<file path="src/hdl/bc_pkg.sv">
// Shared types and constants for the barometer compensation block.
`default_nettype none
package bc_pkg;

  // Configuration register indexes
  localparam logic [1:0] REG_TEMP_CALIB  = 2'd0;
  localparam logic [1:0] REG_PRESS_LOW   = 2'd1;
  localparam logic [1:0] REG_PRESS_MID   = 2'd2;
  localparam logic [1:0] REG_PRESS_HIGH  = 2'd3;

  localparam int unsigned RAW_W   = 24;
  localparam int unsigned ITEM_W  = 2 * RAW_W;
  localparam int unsigned CFG_W   = 48;
  localparam int unsigned PRESS_W = 22;

  // Unpacked calibration coefficients (signedness applied at use)
  typedef struct packed {
    logic [15:0] t1;
    logic [15:0] t2;
    logic [7:0]  t3;
    logic [15:0] p1;
    logic [15:0] p2;
    logic [7:0]  p3;
    logic [7:0]  p4;
    logic [15:0] p5;
    logic [15:0] p6;
    logic [7:0]  p7;
    logic [7:0]  p8;
    logic [15:0] p9;
    logic [7:0]  p10;
    logic [7:0]  p11;
  } bc_coef_t;

  // Front-end beat handed to the arithmetic pipeline
  typedef struct packed {
    logic [RAW_W-1:0] raw_pressure;
    logic [RAW_W-1:0] raw_temperature;
  } bc_item_t;

endpackage
`default_nettype wire

</file>
<file path="src/hdl/bc_fifo.sv">
// Input queue between the stream slave port and the arithmetic pipeline.
`default_nettype none
module bc_fifo
  import bc_pkg::*;
#(
  parameter int unsigned DEPTH = 4
) (
  input  wire logic     clk,
  input  wire logic     rst_n,
  input  wire logic     wr_valid,
  output logic          wr_ready,
  input  wire bc_item_t wr_data,
  output logic          rd_valid,
  input  wire logic     rd_pop,
  output bc_item_t      rd_data
);
  localparam int unsigned PW = (DEPTH > 1) ? $clog2(DEPTH) : 1;
  localparam int unsigned CW = $clog2(DEPTH + 1);

  bc_item_t        mem_r [DEPTH];
  logic [PW-1:0]   wptr_r, wptr_nxt, rptr_r, rptr_nxt;
  logic [CW-1:0]   cnt_r, cnt_nxt;
  logic            push, pop;

  assign wr_ready = (cnt_r != CW'(DEPTH));
  assign rd_valid = (cnt_r != '0);
  assign rd_data  = mem_r[rptr_r];
  assign push     = wr_valid && wr_ready;
  assign pop      = rd_pop && rd_valid;

  // Advance pointers with wrap at the depth
  always_comb begin
    wptr_nxt = wptr_r;
    rptr_nxt = rptr_r;
    cnt_nxt  = cnt_r;
    if (push) begin
      wptr_nxt = (wptr_r == PW'(DEPTH - 1)) ? '0 : wptr_r + PW'(1);
    end
    if (pop) begin
      rptr_nxt = (rptr_r == PW'(DEPTH - 1)) ? '0 : rptr_r + PW'(1);
    end
    if (push && !pop) begin
      cnt_nxt = cnt_r + CW'(1);
    end else if (pop && !push) begin
      cnt_nxt = cnt_r - CW'(1);
    end
  end

  always_ff @(posedge clk) begin
    if (!rst_n) begin
      wptr_r <= '0;
      rptr_r <= '0;
      cnt_r  <= '0;
    end else begin
      wptr_r <= wptr_nxt;
      rptr_r <= rptr_nxt;
      cnt_r  <= cnt_nxt;
    end
  end

  // Store the incoming beat
  always_ff @(posedge clk) begin
    if (push) begin
      mem_r[wptr_r] <= wr_data;
    end
  end
endmodule
`default_nettype wire

</file>
<file path="config.mk">
export PLATFORM = sky130hd
export DESIGN_NAME = bc_fifo
export DESIGN_NICKNAME = d
export VERILOG_FILES = /design/src/hdl/bc_pkg.sv /design/src/hdl/bc_fifo.sv
export SDC_FILE = /design/constraint.sdc
export NUM_CORES = 1
export LEC_CHECK = 0
export BUFFER_PORTS_ARGS = -buffer_cell sky130_fd_sc_hd__buf_2
export CAP_MARGIN = 0
export CORE_ASPECT_RATIO = 1.2
export CORE_MARGIN = 3
export CORE_UTILIZATION = 45
export DETAILED_ROUTE_END_ITERATION = 10
export PLACE_DENSITY = 0.75
export SLEW_MARGIN = 5
export SYNTH_ARGS = -nofsm -noshare
export SYNTH_HDL_FRONTEND = slang
export SYNTH_SLANG_ARGS = --single-unit
</file>
<file path="constraint.sdc">
create_clock -name clk -period 2.45 [get_ports clk]
set_input_delay 0.3675 -clock clk [delete_from_list [all_inputs] [get_ports clk]]
set_output_delay 0.3675 -clock clk [all_outputs]
set_load 0.03 [all_outputs]
</file>
Yosys cells after proc, flatten, opt, wreduce, memory -nomap -nowiden
Memories as Yosys holds them, arrays and structs flattened. A register that Yosys moved wholly into a read port is not among the register bits.
Index checks and enable logic that the tools add are counted.
{"block": "classes", "n_mux": 8, "eq_ne": 3, "reduce_logical": 8, "add_sub_neg": 4}
{"op": "$mux 2", "count": 4}
{"op": "$mux 3", "count": 2}
{"op": "$add 2x1->2 const B", "count": 2}
{"op": "$eq 2x2->1 const B", "count": 2}
{"op": "$logic_and 1x1->1", "count": 4}
{"op": "$add 3x1->3 const B", "count": 1}
{"op": "$ne 3x3->1 const B", "count": 1}
{"op": "$reduce_bool 3->1", "count": 1}
{"op": "$sub 3x1->3 const B", "count": 1}
{"op": "$logic_not 1->1", "count": 2}
{"op": "$mux 1", "count": 2}
{"op": "$reduce_bool 2->1", "count": 1}
{"block": "totals", "register_bits": 7, "word_cells": 27, "mem_count": 1, "input_bits": 52, "mem_bits_rw": 192, "output_inout_bits": 50}
{"name": "mem_r", "depth": 4, "width": 48, "read_ports": 1, "rd_ports_with_merged_regs": 1, "write_ports": 1, "line": "bc_fifo.sv:20", "text": "bc_item_t mem_r [DEPTH];"}

Logic depth before layout (Yosys ltp)
{"block": "depth", "word_depth": 6, "ltp_mapped": 9, "depth_no_buf": 8}

Least setup slack after synthesis
Ideal clock, no wire load.
{"block": "synth_path", "path_type": "register to register", "start": "register cnt_r[0]", "end": "register cnt_r[2]", "path_buffers": 0, "setup_ps": 76, "path_stages_with_launch": 8, "t_arrival_ps": 2128, "t_required_ps": 2374, "synth_period_minus_slack_ps": 2204, "path_slack_ps": 246, "cell_sequence": "dfxtp_1 o31ai_1 ha_1 inv_1 fa_1 xor2_1 or3_2 a21boi_0"}
{"block": "synth_between", "elab_chain_len": 5, "word_cells_on_any_way": 13, "classes_between": "2 x add/sub; 1 x eq/ne; 2 x mux; 8 x reduce/logical"}
{"item": "start, declared", "line": "bc_fifo.sv:22", "text": "logic [CW-1:0] cnt_r, cnt_nxt;"}
{"item": "start signal, assigned", "line": "bc_fifo.sv:57", "text": "cnt_r <= cnt_nxt;"}
{"item": "branches (longest 5 deep; another with $sub 3x1->3)"}
Several ways; the timed one is not identified. The select of a mux whose other input is x is not followed.
A chain may end at the register's enable or synchronous reset.

Worst setup path in the final report
{"block": "layout_path", "start": "register cnt_r[0]", "end": "register cnt_r[2]"}
{"block": "layout_between", "elab_chain_len": 5, "word_cells_on_any_way": 13, "classes_between": "2 x add/sub; 1 x eq/ne; 2 x mux; 8 x reduce/logical"}
{"item": "$ne 3x3->1 *", "line": "bc_fifo.sv:25", "text": "assign wr_ready = (cnt_r != CW'(DEPTH));"}
{"item": "$logic_and 1x1->1 *", "line": "bc_fifo.sv:28", "text": "assign push = wr_valid && wr_ready;"}
{"item": "net push", "line": "bc_fifo.sv:23", "text": "logic push, pop;"}
{"item": "$logic_not 1->1", "line": "bc_fifo.sv:44", "text": "end else if (pop && !push) begin"}
{"item": "$logic_and 1x1->1", "line": "bc_fifo.sv:44"}
{"item": "$reduce_bool 2->1 (no line)"}
Mark *: on every way through the listed nets, which the timed path passes. The rest lies on a longest branch. The select of a mux whose other input is x is not followed.

==> impl_metrics.ini <==
[clock_network]
path_clk_slew_ns = 0.06
cts_root_buf = clkbuf_16
cts-htree-levels = 1
cts_tree = done
insertion_delay_ns = 0.48
cts_setup_buffers = 0
cts_hold_buf = 0
cts-buffers-inserted = 20
cts_resized = 0
numClockSinks = 201
cts_buffer_depth = 3

[floorplanning]
ios = 102
initial_core_util_pct = 46.57
die_area_um2 = 18030
fp-row-count = 50
die_x_um = 123.1
core_um2 = 15890
dieHeight_um = 146.5

[critical_path]
path_delay_family = simple AND/OR/NAND/NOR gates
path_class = reg -> reg
critPathBufInv = 1
cpPeakStageDelay_ns = 0.46
worstPathRequired_ns = 2.86
crit_arrival_ns = 2.69
startpoint_type = flip-flop
slowest_stage = dfxtp_1
worst_setup_path_end_kind = flip-flop
path_cells = or3b_4 > and2_4 > ha_1 > inv_1 > fa_1 > xor2_1 > or3_2 > a21boi_0
cp_max_fo = 7

[synthesis]
syn_area_per_cell_um2 = 24.59
syn_area_um2 = 7401
synth_seq_area_share_pct = 80.34
ys.flop_type = edfxtp_1
yosysWarnings = 0
synth-edff-count = 192
syn_nets = 360
synthArstFlopShare_pct = 0
synth_cells = 301
ys_seq_elements = 201
ys_types = 27

[timing]
slew_headroom_pct = 51.08
worstMarginPinSlew_ns = 0.7338
fin_tns_setup_ns = 0
fmax_mhz = 437.6
fin_skew_ns = 0.008044
maxSlewViolCount = 0
rsz0062_at_grt = no
hold_viol_final = 0
finalSetupViolations = 0
fin_crit_sh_pct = 93.28
fin_crit_ns = 2.285

[global_routing]
grt_pass1_vias = 3735
grt_overflow = 0
antenna_found_initial = 1
grt_max_degree = 33
grt_pass1_wl_um = 20130
grtUsageTotal_pct = 14.49

[route]
drt-initial-drc-count = 317
first_pass_iters = 4
vias = 3372
ant_nets = 0
drc_errors = 0
drt_wl_total_um = 12660
wl_per_cell_um = 19.71
viasPerCell = 5.252

[hold_path]
hp-class = in -> reg

[final_layout]
antenna_cells = 0
drive_gt1_share_pct = 44.70
final_core_util_pct = 55.63
fin_nets = 480
areaGrowthSynthToFinish_pct = 19.44

[status]
run_status = finished clean

[flow_run]
maxCapViolations = 0

[place]
io_buffers = 101
gp_congestion = 0.7316
hpwl_um = 7791

[power]
peakVddDrop_mv = 0.7582
static-leakage-power_nw = 2.989
p_per_area_nw_per_um2 = 1086
-- state kept, by name (all words and copies together) (netlist names), named ones only --
register / count
cnt_r: 3
mem_r: 192
rptr_r: 2
wptr_r: 2
-- placed cells by master, fill, tap and decap left out, types with 2 or more instances in the layout --
| cell | n |
|---|---|
| and3_2 | 4 |
| buf_12 | 5 |
| buf_2 | 101 |
| buf_4 | 4 |
| clkbuf_1 | 5 |
| clkbuf_16 | 21 |
| clkinv_1 | 5 |
| clkinv_2 | 3 |
| dfxtp_1 | 7 |
| edfxtp_1 | 192 |
| ha_1 | 6 |
| inv_1 | 3 |
| mux2i_1 | 2 |
| mux4_2 | 48 |
| nand2_1 | 5 |
| nand3_1 | 2 |
| nor2_1 | 2 |
| o21ai_0 | 3 |
| or3_2 | 2 |
-- cells in the mapped netlist, drive strengths merged (2+ instances only) --
cell	instances	area [µm²]
edfxtp	192	5766
nand2	5	18.77
mux2i	2	20.02
o21ai	4	20.01
nor2	2	7.510
dfxtp	9	180.2
and3	4	30.03
buf	9	66.31
and2	2	15.02
clkbuf	3	11.26
ha	6	75.07
mux4	48	1081
or3	2	15.01
inv	3	11.26
nand3	2	10.01
-- worst paths after layout --
kind	endpoint	depth (start not counted)	slack [ns]	start
hold reg to reg	flip-flop	2	0.52	rptr_r[0]$_SDFFE_PN0P_
setup / recovery	cnt_r[2]$_SDFFE_PN0P_	8	0.16	cnt_r[0]$_SDFFE_PN0P_
setup reg to reg	cnt_r[2]$_SDFFE_PN0P_	8	0.16	cnt_r[0]$_SDFFE_PN0P_
hold / removal	mem_r[1][35]$_DFFE_PP_	1	0.10	wr_data[35]
-- metrics by stage --
stage          power [W]  std cells  hold WS (ns)  instance area (µm²)  setup WS, ns
2_1_floorplan   0.006182        301        0.4664                 7401        0.2460
3_3_place_gp    0.006852        607        0.4916                 8224        0.2600
3_5_place_dp    0.006920        607        0.5090                 8224        0.1224
4_1_cts         0.009743        642       0.08582                 8832        0.1038
5_1_grt          0.01005        642       0.08896                 8840       0.01361
6_report        0.009602        642        0.1036                 8840        0.1646
-- per-layer routing --
layer  share of wire [%]  vias to the layer above  GRT usage (%)
li1                    -                     1510              -
met1                  40                     1746          18.63
met2                  51                       93          24.40
met3                 6.8                       21          3.642
met4                 1.9                        2          4.266
met5               0.087                        -              0
-- cells by family (layout without fill, tap and decap cells) --
kind of cell | after synthesis | count (layout) | share of synthesized area, %
AO/OA/AOI/OAI | 6 | 6 | 0.4733
XOR/XNOR | 2 | 2 | 0.2367
adder cells (fa/ha/maj) | 7 | 7 | 1.285
buffers and inverters | 15 | 148 | 1.200
flip-flops | 201 | 201 | 80.34
multiplexers | 50 | 50 | 14.88
AND/OR/NAND/NOR | 20 | 20 | 1.589
-- power breakdown --
part           switching, W  total (W)  internal (W)
logic               0.00154    0.00251      0.000967
clock network       0.00114    0.00280       0.00166
registers          0.000119    0.00429       0.00417
total               0.00280    0.00960       0.00680
-- layout make-up --
type	instances	area (µm²)
clock buffers	26	544.3
clock inverters	9	63.81
fillers	1218	7051
inverters	3	11.26
multi-input cells	85	1374
flip-flops and latches	201	5951
well taps	208	260.3
repair buffers	110	635.6
(Power assumes the default switching activity.)
